===== src/idle_cycle_load_monitor_top_assert.svh =====
// assertion macros shared by the load monitor modules
// needs a clock named clk and an active-low reset named arst_n in the using module
`ifndef IDLE_CYCLE_LOAD_MONITOR_TOP_ASSERT_SVH
`define IDLE_CYCLE_LOAD_MONITOR_TOP_ASSERT_SVH

// condition must hold on every clock edge outside reset
`define ICLM_ASSERT_ALWAYS(lbl, cond, msg) \
	lbl: assert property (@(posedge clk) disable iff (!arst_n) (cond)) else $error(msg);

// consequence must hold in the same cycle as the antecedent
`define ICLM_ASSERT_IMPLIES(lbl, ante, cons, msg) \
	lbl: assert property (@(posedge clk) disable iff (!arst_n) (ante) |-> (cons)) else $error(msg);

// consequence must hold in the cycle after the antecedent
`define ICLM_ASSERT_NEXT(lbl, ante, cons, msg) \
	lbl: assert property (@(posedge clk) disable iff (!arst_n) (ante) |=> (cons)) else $error(msg);

`endif


===== src/iclm_pkg.sv =====
// types and constants of the idle-cycle load monitor
// no dependencies; used by iclm_div and idle_cycle_load_monitor_top
`default_nettype none

package iclm_pkg;

	// datapath widths
	typedef logic [31:0] dt_t;    // window length in ms, cycle counts, accumulators
	typedef logic [41:0] prod_t;  // ms times mhz
	typedef logic [51:0] win_t;   // window length in cycles
	typedef logic [59:0] num_t;   // dividend of either quotient
	typedef logic [64:0] dsh_t;   // divisor aligned to the top quotient bit
	typedef logic [13:0] quo_t;   // quotient, wide enough for idle hundredths
	typedef logic [3:0]  step_t;  // quotient bits still to go

	// input beat
	typedef struct packed {
		logic        op;
		logic        core;
		logic [31:0] cycle_count;
		logic [31:0] now_ms;
		logic [9:0]  cpu_mhz;
	} in_item_t;

	// output beat
	typedef struct packed {
		logic        out_core;
		logic [6:0]  load_percent;
		logic [13:0] idle_hundredths;
		logic        last;
	} out_item_t;

	// operation codes
	localparam logic OP_IDLE_EVENT = 1'b0;
	localparam logic OP_UPDATE     = 1'b1;

	// register indexes of the config port
	typedef enum logic [1:0] {
		REG_GAP_LIMIT  = 2'd0,
		REG_MIN_WINDOW = 2'd1
	} cfg_reg_t;

	localparam logic [31:0] GAP_LIMIT_RESET  = 32'd4800;
	localparam logic [15:0] MIN_WINDOW_RESET = 16'd500;

	// scale factors
	localparam int KHZ_PER_MHZ = 1000;   // cycles per ms per MHz
	localparam int IDLE_SCALE  = 10000;  // hundredths of a percent
	localparam int LOAD_SCALE  = 200;    // twice the percent scale, for half-up rounding
	localparam int LOAD_BIAS   = 201;    // LOAD_SCALE plus one window for the rounding term

	localparam logic [13:0] IDLE_FULL = 14'd10000;
	localparam logic [6:0]  LOAD_NONE = 7'd0;

	// quotient bits per division
	localparam step_t IDLE_STEPS = 4'd14;
	localparam step_t LOAD_STEPS = 4'd7;

	// divider handshake between sequencer and shared unit
	typedef struct packed {
		logic  start;
		step_t steps;
		num_t  num;
		dsh_t  dsh;
	} div_req_t;

	typedef struct packed {
		logic busy;
		logic done;
		quo_t quo;
	} div_rsp_t;

	// sequencer states
	typedef enum logic [3:0] {
		S_IDLE,
		S_DECODE,
		S_MUL1,
		S_MUL2,
		S_CHECK,
		S_PREP_IDLE,
		S_DIV_IDLE,
		S_PREP_LOAD,
		S_DIV_LOAD,
		S_OUT
	} state_t;

endpackage

`default_nettype wire


===== src/iclm_div.sv =====
// shared restoring divider, one quotient bit per cycle
// depends on iclm_pkg and idle_cycle_load_monitor_top_assert.svh
`default_nettype none
`include "idle_cycle_load_monitor_top_assert.svh"

module iclm_div (
	input  wire logic              clk,
	input  wire logic              arst_n,
	input  wire iclm_pkg::div_req_t req,
	output iclm_pkg::div_rsp_t     rsp
);

	logic                busy_q;
	logic                done_q;
	iclm_pkg::step_t     cnt_q;
	iclm_pkg::num_t      rem_q;
	iclm_pkg::dsh_t      dsh_q;
	iclm_pkg::quo_t      quo_q;
	logic                fits;

	// divisor is pre-shifted so it only ever moves right
	assign fits = iclm_pkg::dsh_t'(rem_q) >= dsh_q;

	always_ff @(posedge clk or negedge arst_n) begin
		if (!arst_n) begin
			busy_q <= 1'b0;
			done_q <= 1'b0;
			cnt_q  <= '0;
		end else if (req.start) begin
			busy_q <= 1'b1;
			done_q <= 1'b0;
			cnt_q  <= req.steps;
		end else if (busy_q) begin
			cnt_q  <= cnt_q - iclm_pkg::step_t'(1);
			busy_q <= (cnt_q != iclm_pkg::step_t'(1));
			done_q <= (cnt_q == iclm_pkg::step_t'(1));
		end else begin
			done_q <= 1'b0;
		end
	end

	always_ff @(posedge clk) begin
		if (req.start) begin
			rem_q <= req.num;
			dsh_q <= req.dsh;
			quo_q <= '0;
		end else if (busy_q) begin
			if (fits) begin
				rem_q <= rem_q - dsh_q[$bits(iclm_pkg::num_t)-1:0];
			end
			quo_q <= {quo_q[$bits(iclm_pkg::quo_t)-2:0], fits};
			dsh_q <= dsh_q >> 1;
		end
	end

	assign rsp.busy = busy_q;
	assign rsp.done = done_q;
	assign rsp.quo  = quo_q;

	`ICLM_ASSERT_IMPLIES(a_div_start_free, req.start, !busy_q, "divider started while busy")
	`ICLM_ASSERT_IMPLIES(a_div_count_live, busy_q, cnt_q != '0, "divider busy with no bits left")
	`ICLM_ASSERT_NEXT(a_div_done_pulse, done_q, !done_q, "divider done held longer than a cycle")

endmodule

`default_nettype wire


===== src/idle_cycle_load_monitor_top.sv =====
// top level of the per-core idle-cycle load monitor: sequencer, state and output register
// depends on iclm_pkg, iclm_div and idle_cycle_load_monitor_top_assert.svh
//
// channel   dir  handshake              payload
// in        in   in_valid / in_ready    in_data (iclm_pkg::in_item_t)
// out       out  out_valid / out_ready  out_data (iclm_pkg::out_item_t)
// cfg       in   cfg_valid / cfg_ready  cfg_index, cfg_data
//
// an idle event is accepted, then accumulated in the decode step; in_ready is back the cycle after
// an update runs decode, two multiplies and the window check, then per core the shared divider at
// one quotient bit per cycle (14 idle, 7 load), or skips it if its idle count covers the window
// reset clears accumulators, previous counts and the window start; config takes reset values
// a stalled out beat holds the next core's division at its output step; the last beat of
// an update can wait in the output register while new input beats are taken
// cfg writes are always taken (cfg_ready is tied high)
`default_nettype none
`include "idle_cycle_load_monitor_top_assert.svh"

module idle_cycle_load_monitor_top #(
	parameter int NUM_CORES = 2
) (
	input  wire logic                clk,
	input  wire logic                arst_n,
	input  wire logic                in_valid,
	output logic                     in_ready,
	input  wire iclm_pkg::in_item_t  in_data,
	output logic                     out_valid,
	input  wire logic                out_ready,
	output iclm_pkg::out_item_t      out_data,
	input  wire logic                cfg_valid,
	output logic                     cfg_ready,
	input  wire logic [1:0]          cfg_index,
	input  wire logic [31:0]         cfg_data
);

	localparam int CIDX_W = (NUM_CORES > 1) ? $clog2(NUM_CORES) : 1;

	// config registers
	logic [31:0]              gap_q;
	logic [15:0]              minwin_q;

	// sequencer
	iclm_pkg::state_t         state_q, state_d;
	logic                     in_take;
	logic                     out_load;

	// latched input beat
	iclm_pkg::in_item_t       in_q;

	// per-core state and window start
	logic [31:0]              prev_q [NUM_CORES];
	logic [31:0]              idle_q [NUM_CORES];
	logic [31:0]              snap_q [NUM_CORES];
	logic [31:0]              wstart_q;

	// window arithmetic
	iclm_pkg::dt_t            dt_q;
	iclm_pkg::prod_t          prod_q;
	iclm_pkg::win_t           w_q;
	iclm_pkg::num_t           w201_q;

	// per-core result
	logic [CIDX_W-1:0]        cidx_q;
	logic [13:0]              idle_res_q;
	logic [6:0]               load_res_q;
	logic                     last_core;

	// output register
	logic                     out_valid_q;
	iclm_pkg::out_item_t      out_q;

	// shared divider
	iclm_pkg::div_req_t       div_req;
	iclm_pkg::div_rsp_t       div_rsp;

	// event and update decode
	logic                     core_ok;
	logic [CIDX_W-1:0]        ev_idx;
	logic [31:0]              delta;
	logic                     delta_ok;
	iclm_pkg::dt_t            dt;
	logic                     win_ok;
	logic [31:0]              cur_snap;
	logic                     snap_ge_w;
	iclm_pkg::num_t           idle_num;
	iclm_pkg::num_t           load_num;

	// core field is one bit wide, so only core 1 can be out of range
	assign core_ok  = (NUM_CORES > 1) || (in_q.core == 1'b0);
	assign ev_idx   = CIDX_W'(in_q.core);
	assign delta    = in_q.cycle_count - prev_q[ev_idx];
	assign delta_ok = delta < gap_q;

	// wrapping window length in ms
	assign dt     = in_q.now_ms - wstart_q;
	assign win_ok = dt >= iclm_pkg::dt_t'(minwin_q);

	assign cur_snap  = snap_q[cidx_q];
	assign snap_ge_w = iclm_pkg::win_t'(cur_snap) >= w_q;

	// idle dividend 10000*I; load dividend 200*(W-I)+W folded into 201*W - 200*I
	assign idle_num = iclm_pkg::num_t'(cur_snap) * iclm_pkg::num_t'(iclm_pkg::IDLE_SCALE);
	assign load_num = w201_q
		- iclm_pkg::num_t'(cur_snap) * iclm_pkg::num_t'(iclm_pkg::LOAD_SCALE);

	assign last_core = (cidx_q == CIDX_W'(NUM_CORES - 1));

	// divider request: idle over W with 14 bits, load over 2W with 7 bits
	always_comb begin
		div_req.start = 1'b0;
		div_req.steps = iclm_pkg::IDLE_STEPS;
		div_req.num   = idle_num;
		div_req.dsh   = {w_q, 13'b0};
		case (state_q)
			iclm_pkg::S_PREP_IDLE: begin
				div_req.start = !snap_ge_w;
			end
			iclm_pkg::S_PREP_LOAD: begin
				div_req.start = 1'b1;
				div_req.steps = iclm_pkg::LOAD_STEPS;
				div_req.num   = load_num;
				div_req.dsh   = {6'b0, w_q, 7'b0};
			end
			default: begin
				div_req.start = 1'b0;
			end
		endcase
	end

	iclm_div u_div (
		.clk    (clk),
		.arst_n (arst_n),
		.req    (div_req),
		.rsp    (div_rsp)
	);

	// state register
	always_ff @(posedge clk or negedge arst_n) begin
		if (!arst_n) begin
			state_q <= iclm_pkg::S_IDLE;
		end else begin
			state_q <= state_d;
		end
	end

	// next state and handshake outputs
	always_comb begin
		state_d  = state_q;
		in_ready = 1'b0;
		out_load = 1'b0;
		case (state_q)
			iclm_pkg::S_IDLE: begin
				in_ready = 1'b1;
				if (in_valid) begin
					state_d = iclm_pkg::S_DECODE;
				end
			end
			iclm_pkg::S_DECODE: begin
				if (in_q.op == iclm_pkg::OP_UPDATE && win_ok) begin
					state_d = iclm_pkg::S_MUL1;
				end else begin
					state_d = iclm_pkg::S_IDLE;
				end
			end
			iclm_pkg::S_MUL1: begin
				state_d = iclm_pkg::S_MUL2;
			end
			iclm_pkg::S_MUL2: begin
				state_d = iclm_pkg::S_CHECK;
			end
			iclm_pkg::S_CHECK: begin
				// zero-length window in cycles (zero clock): restart only, no beats
				if (w_q == '0) begin
					state_d = iclm_pkg::S_IDLE;
				end else begin
					state_d = iclm_pkg::S_PREP_IDLE;
				end
			end
			iclm_pkg::S_PREP_IDLE: begin
				if (snap_ge_w) begin
					state_d = iclm_pkg::S_OUT;
				end else begin
					state_d = iclm_pkg::S_DIV_IDLE;
				end
			end
			iclm_pkg::S_DIV_IDLE: begin
				if (div_rsp.done) begin
					state_d = iclm_pkg::S_PREP_LOAD;
				end
			end
			iclm_pkg::S_PREP_LOAD: begin
				state_d = iclm_pkg::S_DIV_LOAD;
			end
			iclm_pkg::S_DIV_LOAD: begin
				if (div_rsp.done) begin
					state_d = iclm_pkg::S_OUT;
				end
			end
			iclm_pkg::S_OUT: begin
				out_load = !out_valid_q || out_ready;
				if (out_load) begin
					state_d = last_core ? iclm_pkg::S_IDLE : iclm_pkg::S_PREP_IDLE;
				end
			end
			default: begin
				state_d = iclm_pkg::S_IDLE;
			end
		endcase
	end

	assign in_take = in_valid && in_ready;

	// control and architectural state
	always_ff @(posedge clk or negedge arst_n) begin
		if (!arst_n) begin
			gap_q       <= iclm_pkg::GAP_LIMIT_RESET;
			minwin_q    <= iclm_pkg::MIN_WINDOW_RESET;
			wstart_q    <= '0;
			cidx_q      <= '0;
			out_valid_q <= 1'b0;
			for (int c = 0; c < NUM_CORES; c++) begin
				prev_q[c] <= '0;
				idle_q[c] <= '0;
			end
		end else begin
			if (cfg_valid) begin
				case (cfg_index)
					iclm_pkg::REG_GAP_LIMIT:  gap_q    <= cfg_data;
					iclm_pkg::REG_MIN_WINDOW: minwin_q <= cfg_data[15:0];
					default: ;
				endcase
			end

			if (state_q == iclm_pkg::S_DECODE) begin
				if (in_q.op == iclm_pkg::OP_IDLE_EVENT) begin
					// previous count of an in-range core always moves; long gaps count as preemption
					if (core_ok) begin
						prev_q[ev_idx] <= in_q.cycle_count;
						if (delta_ok) begin
							idle_q[ev_idx] <= idle_q[ev_idx] + delta;
						end
					end
				end else if (win_ok) begin
					wstart_q <= in_q.now_ms;
					for (int c = 0; c < NUM_CORES; c++) begin
						idle_q[c] <= '0;
					end
				end
			end

			if (state_q == iclm_pkg::S_CHECK) begin
				cidx_q <= '0;
			end else if (out_load && !last_core) begin
				cidx_q <= cidx_q + CIDX_W'(1);
			end

			if (out_load) begin
				out_valid_q <= 1'b1;
			end else if (out_ready) begin
				out_valid_q <= 1'b0;
			end
		end
	end

	// payload registers
	always_ff @(posedge clk) begin
		if (in_take) begin
			in_q <= in_data;
		end

		if (state_q == iclm_pkg::S_DECODE && in_q.op == iclm_pkg::OP_UPDATE && win_ok) begin
			dt_q <= dt;
			for (int c = 0; c < NUM_CORES; c++) begin
				snap_q[c] <= idle_q[c];
			end
		end

		// one multiply per cycle: ms times mhz, then times 1000
		if (state_q == iclm_pkg::S_MUL1) begin
			prod_q <= iclm_pkg::prod_t'(dt_q) * iclm_pkg::prod_t'(in_q.cpu_mhz);
		end
		if (state_q == iclm_pkg::S_MUL2) begin
			w_q <= iclm_pkg::win_t'(prod_q) * iclm_pkg::win_t'(iclm_pkg::KHZ_PER_MHZ);
		end
		if (state_q == iclm_pkg::S_CHECK) begin
			w201_q <= iclm_pkg::num_t'(w_q) * iclm_pkg::num_t'(iclm_pkg::LOAD_BIAS);
		end

		// idle at or above the window caps the fraction at one
		if (state_q == iclm_pkg::S_PREP_IDLE && snap_ge_w) begin
			idle_res_q <= iclm_pkg::IDLE_FULL;
			load_res_q <= iclm_pkg::LOAD_NONE;
		end
		if (state_q == iclm_pkg::S_DIV_IDLE && div_rsp.done) begin
			idle_res_q <= div_rsp.quo;
		end
		if (state_q == iclm_pkg::S_DIV_LOAD && div_rsp.done) begin
			load_res_q <= div_rsp.quo[6:0];
		end

		if (out_load) begin
			out_q.out_core        <= cidx_q[0];
			out_q.load_percent    <= load_res_q;
			out_q.idle_hundredths <= idle_res_q;
			out_q.last            <= last_core;
		end
	end

	assign out_valid = out_valid_q;
	assign out_data  = out_q;
	assign cfg_ready = 1'b1;

	// results never leave their ranges
	`ICLM_ASSERT_IMPLIES(a_out_range, out_valid_q,
		out_q.load_percent <= 7'd100 && out_q.idle_hundredths <= 14'd10000,
		"load or idle figure out of range")
	// divider only reports back while the sequencer waits for it
	`ICLM_ASSERT_IMPLIES(a_done_in_wait, div_rsp.done,
		state_q == iclm_pkg::S_DIV_IDLE || state_q == iclm_pkg::S_DIV_LOAD,
		"divider result arrived outside a wait state")
	// an accepted update restarts the window at its own time stamp
	`ICLM_ASSERT_IMPLIES(a_window_restart, state_q == iclm_pkg::S_MUL1,
		wstart_q == in_q.now_ms, "window start not moved to update time")

endmodule

`default_nettype wire

===== config.mk =====
export PLATFORM = sky130hd
export DESIGN_NAME = idle_cycle_load_monitor_top
export DESIGN_NICKNAME = d
export VERILOG_FILES = /design/src/iclm_pkg.sv /design/src/iclm_div.sv /design/src/idle_cycle_load_monitor_top.sv
export VERILOG_INCLUDE_DIRS = /design/src /design/src/src
export SDC_FILE = /design/constraint.sdc
export NUM_CORES = 2
export LEC_CHECK = 0
export BUFFER_PORTS_ARGS = -buffer_cell sky130_fd_sc_hd__buf_4
export CAP_MARGIN = 20
export CORE_UTILIZATION = 25
export DETAILED_ROUTE_END_ITERATION = 10
export GPL_TIMING_DRIVEN = 1
export PLACE_DENSITY = 0.4
export SLEW_MARGIN = 20
export SYNTH_ARGS = -nofsm -noshare
export SYNTH_HDL_FRONTEND = slang
export SYNTH_SLANG_ARGS = --single-unit

===== constraint.sdc =====
create_clock -name clk -period 14.9 [get_ports clk]
set_clock_uncertainty 0.05 [all_clocks]
set_input_delay 2.235 -clock clk [delete_from_list [all_inputs] [get_ports clk]]
set_output_delay 2.235 -clock clk [all_outputs]
set_load 0.1 [all_outputs]

# Word-level counts from Yosys, hierarchy flattened
# Memory sizes are Yosys's and may differ from the RTL's.
# Index checks and enable logic that the tools add are counted.
[classes] n_div=0 reduce_logical=30 addsub=7 n_eq_ne=17 mul=5 bitwise=2 shift=0 magnitude_cmp=6 n_mux=47
[op_table] operator="2-to-1 mux 32 bit" n=7
[op_table] operator="2-to-1 mux 64 bit" n=3
[op_table] operator="2-to-1 mux 60 bit" n=3
[op_table] operator="2-to-1 mux 65 bit" n=2
[op_table] operator="2-to-1 mux 129 bit" n=1
[op_table] operator="bitwise mux 64 bit" n=2
[op_table] operator=">= comparator 60 x 65 -> 1 bit" n=1
[op_table] operator="subtractor 32 bit" n=2
[op_table] operator="subtractor 60 x 40 -> 60 bit" n=1
[op_table] operator="subtractor 60 bit" n=1
[op_table] operator="multiplier 49 x 8 -> 57 bit (second input constant)" n=1
[op_table] operator=">= comparator 32 x 52 -> 1 bit" n=1
[op_table] operator="logical NOT 52 bit" n=1
[op_table] operator="multiplier 42 x 7 -> 49 bit (second input constant)" n=1
[op_table] operator="multiplier 32 x 10 -> 42 bit" n=1
[op_table] operator="multiplier 32 x 10 -> 42 bit (second input constant)" n=1
[op_table] operator="one-hot mux 4 bit (10 select lines)" n=1
[op_table] operator="multiplier 32 x 5 -> 37 bit (second input constant)" n=1
[op_table] operator="adder 32 bit" n=1
[op_table] operator="demux 32 bit (select 1 bit)" n=1
[op_table] operator=">= comparator 32 x 16 -> 1 bit" n=1
[op_table] operator="< comparator 32 bit" n=1
[op_table] operator="2-to-1 mux 14 bit" n=2
[op_table] operator="2-to-1 mux 4 bit" n=7
[op_table] operator="other kinds (28)" n=70
[totals] mem_count=1 rom_bits=0 register_bits=658 mem_bits_rw=64 latch_bits=0 inputBits=115
[mem_list] name="snap_q" words=2 width=32 read_ports=1 rd_clocked_by_memory_dff=0 wr=2 line_no="idle_cycle_load_monitor_top.sv:53" rtl="logic [31:0] snap_q [NUM_CORES];"

# Logic depth before layout (Yosys ltp)
[logic_depth] depth_word=9 ltp_mapped=32 depth_no_buf=29

# By module
# A second synthesis with hierarchy kept.
[hier_totals] cells_unflattened=7344 hier_area_um2=71718.8
[modules_own_cells] module="idle_cycle_load_monitor_top" cells_each=6287 area_per_inst_um2=62057.0 n_inst=1
[modules_own_cells] module="iclm_div" cells_each=1057 area_per_inst_um2=9661.8 n_inst=1

# Worst setup path after synthesis
# No wires, ideal clock.
[synth_timing] kind="register -> register" start="register cidx_q" end="register u_div.rem_q[57], data pin" arrival_ns=7.773 required_time_ns=14.579 n_path_buf=3 slack_ns=6.806 path_stages_with_launch=33 path_cell_list="dfrtp_1 -> clkbuf_1 -> buf_1 -> buf_1 -> mux2i_1 -> inv_1 -> ha_1 -> ha_1 -> inv_1 -> fa_1 -> inv_1 -> ha_1 -> a21o_1 -> a21o_1 -> a21oi_1 -> o2111ai_1 -> a31oi_1 -> o21bai_1 -> a21o_1 -> a21o_1 -> a21oi_1 -> xor2_1 -> ha_1 -> a21o_1 -> a21o_1 -> a21oi_1 -> o21ai_0 -> a21oi_1 -> o21a_1 -> o21ai_0 -> a2111oi_0 -> xnor2_1 -> o22ai_1"
[synth_between] elab_chain_cells=5 elab_cells_between_ends=8
[synth_lines] element="start, declared" line_no="idle_cycle_load_monitor_top.sv:63" rtl="logic [CIDX_W-1:0] cidx_q;"
[synth_lines] element="start signal, assigned" line_no="idle_cycle_load_monitor_top.sv:254" rtl="cidx_q <= cidx_q + CIDX_W'(1);"
[synth_lines] element="memory read (2 x 32 bit) (*)"
[synth_lines] element="multiplier 32 x 5 -> 37 bit / >= comparator 32 x 52 -> 1 bit (equally long branches)" line_no="idle_cycle_load_monitor_top.sv:104, idle_cycle_load_monitor_top.sv:99"
[synth_lines] element="subtractor 60 x 40 -> 60 bit / logical NOT 1 bit (equally long branches)" line_no="idle_cycle_load_monitor_top.sv:104, idle_cycle_load_monitor_top.sv:116"
[synth_lines] element="2-to-1 mux 129 bit / one-hot mux 1 bit (2 select lines) (equally long branches)" line_no="idle_cycle_load_monitor_top.sv:114" rtl="case (state_q)"
[synth_lines] element="2-to-1 mux 60 bit (*)" line_no="iclm_div.sv:43" rtl="if (req.start) begin"
[synth_lines] element="end signal, assigned" line_no="iclm_div.sv:44" rtl="rem_q <= req.num;"
[synth_lines] element="end signal, assigned" line_no="iclm_div.sv:49" rtl="rem_q <= rem_q - dsh_q[$bits(iclm_pkg::num_t)-1:0];"
[synth_lines] element="end, declared" line_no="iclm_div.sv:16" rtl="iclm_pkg::num_t rem_q;"
# Every way passes the cells marked *; elsewhere a longest branch is shown, timed or not.
# A chain may end at the register's enable or synchronous reset.

# Worst setup path after layout
[layout_timing] start="register cidx_q" end="register u_div.rem_q[59], data pin"
# The elaborated chain is that of the path after synthesis.

==> reports/results.txt <==
syn_nets = 8,499
share of cells above drive strength 1 = 0.0796
FF-to-FF Start = cidx_q
CTS Root Cell = clkbuf_16
# IOs = 141
hpwl dp = 166 mm
RR Endpoint = u_div.rem_q[59]
CTS tree = built
Worst Hold Path Cells = 0
Min-Delay Path Class = flip-flop to flip-flop
crit-path max cell delay = 0.94 ns
drt initial violations = 2,829
hold path startpoint = idle_res_q[3]
RSZ-0062 raised after global routing = false
Comb power frac = 0.027
Nets = 8,592
vias in the first global route = 51,700
fin util = 0.283
Cells after Synth = 6,918
H-Tree Depth = 3
number of vias per cell = 4.61
CP required = 15.35 ns
Ys Warns = 0
Setup crit start kind = flip-flop
DRT Wirelength = 206 mm
WL per Instance = 19.1 µm
#FFs+latches synth = 722
CTS resizes = 0
Clock Latency Late Sink = 0.76 ns
Post-synth ARST share = 0.305
Die W = 533 µm
largest net degree at the start of global routing = 131
max-slew violation count = 0
CP max FO = 35
relative slew slack = 0.153
max cap viols = 0
antenna violations before repair = 3
r2r setup slk = 6.10 ns
Final Cycle Share = 0.590
EDFF count, synth = 488
Int Pwr = 3.60 mW
CTS Buf Count = 93
most common cell after layout, fill and taps aside = inv_1
DIE AREA = 284,000 µm²
Synth cell types = 91
Mean Syn Cell Area = 10.2 µm²
CP Data Arrival Time = 9.24 ns
FMAX = 114 MHz
predominant post-synthesis flop cell = edfxtp_1
Setup violations, final = 0
TritonRoute pass-1 iters = 6
R2R depth = 25
Worst path slowest cell = o31ai_1
Global Route Usage Sum = 0.144
Area Overhead vs Synth = 12.4%
maximum vdd drop = 0.0000771 V
Fin. Hold Viols = 0
most used cell, CP = ha_1
Initial Utilization = 0.252
most frequent cells in the layout = inv_1, ha_1, fa_1
total number of vias = 49,800
Net Sw Frac = 0.228
row count = 194
pwr/cell area = 58.9 nW/µm²
Post-CTS Setup Inserts = 0
Clk pin slew, worst setup/hold paths = 0.06 ns
port buffer count = 139
Placer Congestion = 0.837
Worst Hold End = out_data[4]
Crit Path Category = flip-flop to flip-flop
Slew @ Worst Pin = 1.26 ns
grt ovf = 0
Sequential Power Share = 0.463
sequential share of the synthesized area = 0.290
clk sink count = 722
CTS max path bufs = 3
Core Area = 280,000 µm²
run status = finished clean
Fin Setup TNS = 0 ns
Leakage = 36.1 nW
Hold-fix buffers, CTS = 0
DIE HEIGHT = 533 µm
Min Clock Period, post-route = 8.80 ns
mapped cell area = 70,500 µm²
switching pwr = 1.06 mW
Clk network pwr share = 0.510
first-pass GRT wire length = 318 mm
type of destination of the critical path = flip-flop
DR DRC count = 0
Routed Antenna Nets = 0
## power groups by stage
| stage | Combinational [mW] | Sequential [mW] | Clock, mW |
|---|---|---|---|
| 3_5_place_dp | 0.130 | 2.20 | 0 |
| 3_3_place_gp | 0.128 | 2.20 | 0 |
| 5_1_grt | 0.146 | 2.16 | 2.53 |
| 2_1_floorplan | 0.0610 | 2.20 | 0 |
| 4_1_cts | 0.132 | 2.16 | 2.47 |
| 6_report | 0.128 | 2.16 | 2.38 |
## routing by layer
metal,track usage,wire [µm]
met4,0.0305,3890
met1,0.206,102000
met2,0.235,94100
met3,0.0148,6170
met5,0,0
## logic make-up (layout without fill, tap and decap cells)
group,count (synthesis),in the layout,synth area share
flops,722,722,0.290
simple gates,1372,1372,0.0957
xor+xnor,362,362,0.0450
compound gates,1544,1544,0.144
other cells,1,3,0.0000532
mux,226,226,0.0347
fa+ha+maj,1466,1466,0.324
buf+inv,1225,1396,0.0663
## metrics by stage
stage | hold slack (ns) | worst slack, ns | instance area, µm² | cells | power, mW
after floorplan | 0.350 | 6.81 | 70500 | 6918 | 2.26
after global placement | 0.351 | 6.21 | 75900 | 10600 | 2.33
after detailed placement | 0.356 | 6.20 | 75900 | 10600 | 2.33
after CTS | 0.333 | 6.13 | 79100 | 10800 | 4.76
after global routing | 0.334 | 5.60 | 79200 | 10800 | 4.84
final | 0.336 | 6.10 | 79200 | 10800 | 4.67
## worst max-delay path: cells and delay by family, from the launching register on
family / cells / cell delay (ns)
mux: 1 / 0.68
flops: 1 / 0.34
fa+ha+maj: 5 / 1.96
compound gates: 10 / 3.28
buf+inv: 4 / 0.87
simple gates: 3 / 0.94
xor+xnor: 2 / 0.37
## layout make-up
cell class,instances,area (µm²)
Antenna cell,2,5.00
Clock buffer,121,2510
Clock inverter,52,712
Tap cell,3724,4660
Fill cell,29400,201000
Inverter,1020,3830
Sequential cell,722,20500
Timing Repair Buffer,203,1580
Multi-Input combinational cell,4971,45400
## cell usage after synthesis, types with 14 or more instances
cell / instances / area share
a2111oi_0: 16 / 0.0020
a211o_1: 22 / 0.0027
a211oi_1: 62 / 0.0066
a21o_1: 235 / 0.025
a21oi_1: 408 / 0.029
a22o_1: 66 / 0.0082
a22oi_1: 50 / 0.0053
a31o_2: 16 / 0.0020
a31oi_1: 44 / 0.0039
and2_1: 169 / 0.015
and3_1: 53 / 0.0047
clkbuf_1: 181 / 0.0096
dfrtp_1: 210 / 0.075
dfxtp_1: 14 / 0.0040
edfxtp_1: 488 / 0.21
fa_1: 598 / 0.17
ha_1: 868 / 0.15
inv_1: 1020 / 0.054
mux2_2: 136 / 0.022
mux2i_1: 80 / 0.011
nand2_1: 467 / 0.025
nand2b_1: 70 / 0.0062
nand3_1: 86 / 0.0061
nand4_1: 57 / 0.0051
nor2_1: 239 / 0.013
nor2b_1: 53 / 0.0047
nor3_1: 63 / 0.0045
nor4_1: 14 / 0.0012
o211ai_1: 41 / 0.0044
o21a_1: 53 / 0.0056
o21ai_0: 292 / 0.021
o21bai_1: 62 / 0.0066
o22ai_1: 20 / 0.0018
o31ai_1: 23 / 0.0025
or2_2: 16 / 0.0014
or3_1: 35 / 0.0031
xnor2_1: 233 / 0.029
xor2_1: 129 / 0.016
## how the worst max path moves through the flow
stage / from / to / depth (start not counted)
floorplan: cidx_q / u_div.rem_q[57] / 32
global placement: cidx_q / u_div.rem_q[59] / 25
detailed placement: cidx_q / u_div.rem_q[59] / 25
CTS: cidx_q / u_div.rem_q[59] / 25
global route: cidx_q / u_div.rem_q[59] / 25
finish: cidx_q / u_div.rem_q[59] / 25
## registers in the layout, indices dropped and copies added (netlist names), 4 cells and up
name and count:
w201_q 57, out_data 22, state_q 4, dt_q 32, wstart_q 32, prev_q 64
gap_q 32, u_div.rem_q 60, minwin_q 16, prod_q 42, in_q 75, u_div.quo_q 14
idle_res_q 14, w_q 49, u_div.cnt_q 4, u_div.dsh_q 65, snap_q 64, load_res_q 7
idle_q 64
Power figures use the tool's default switching activity.
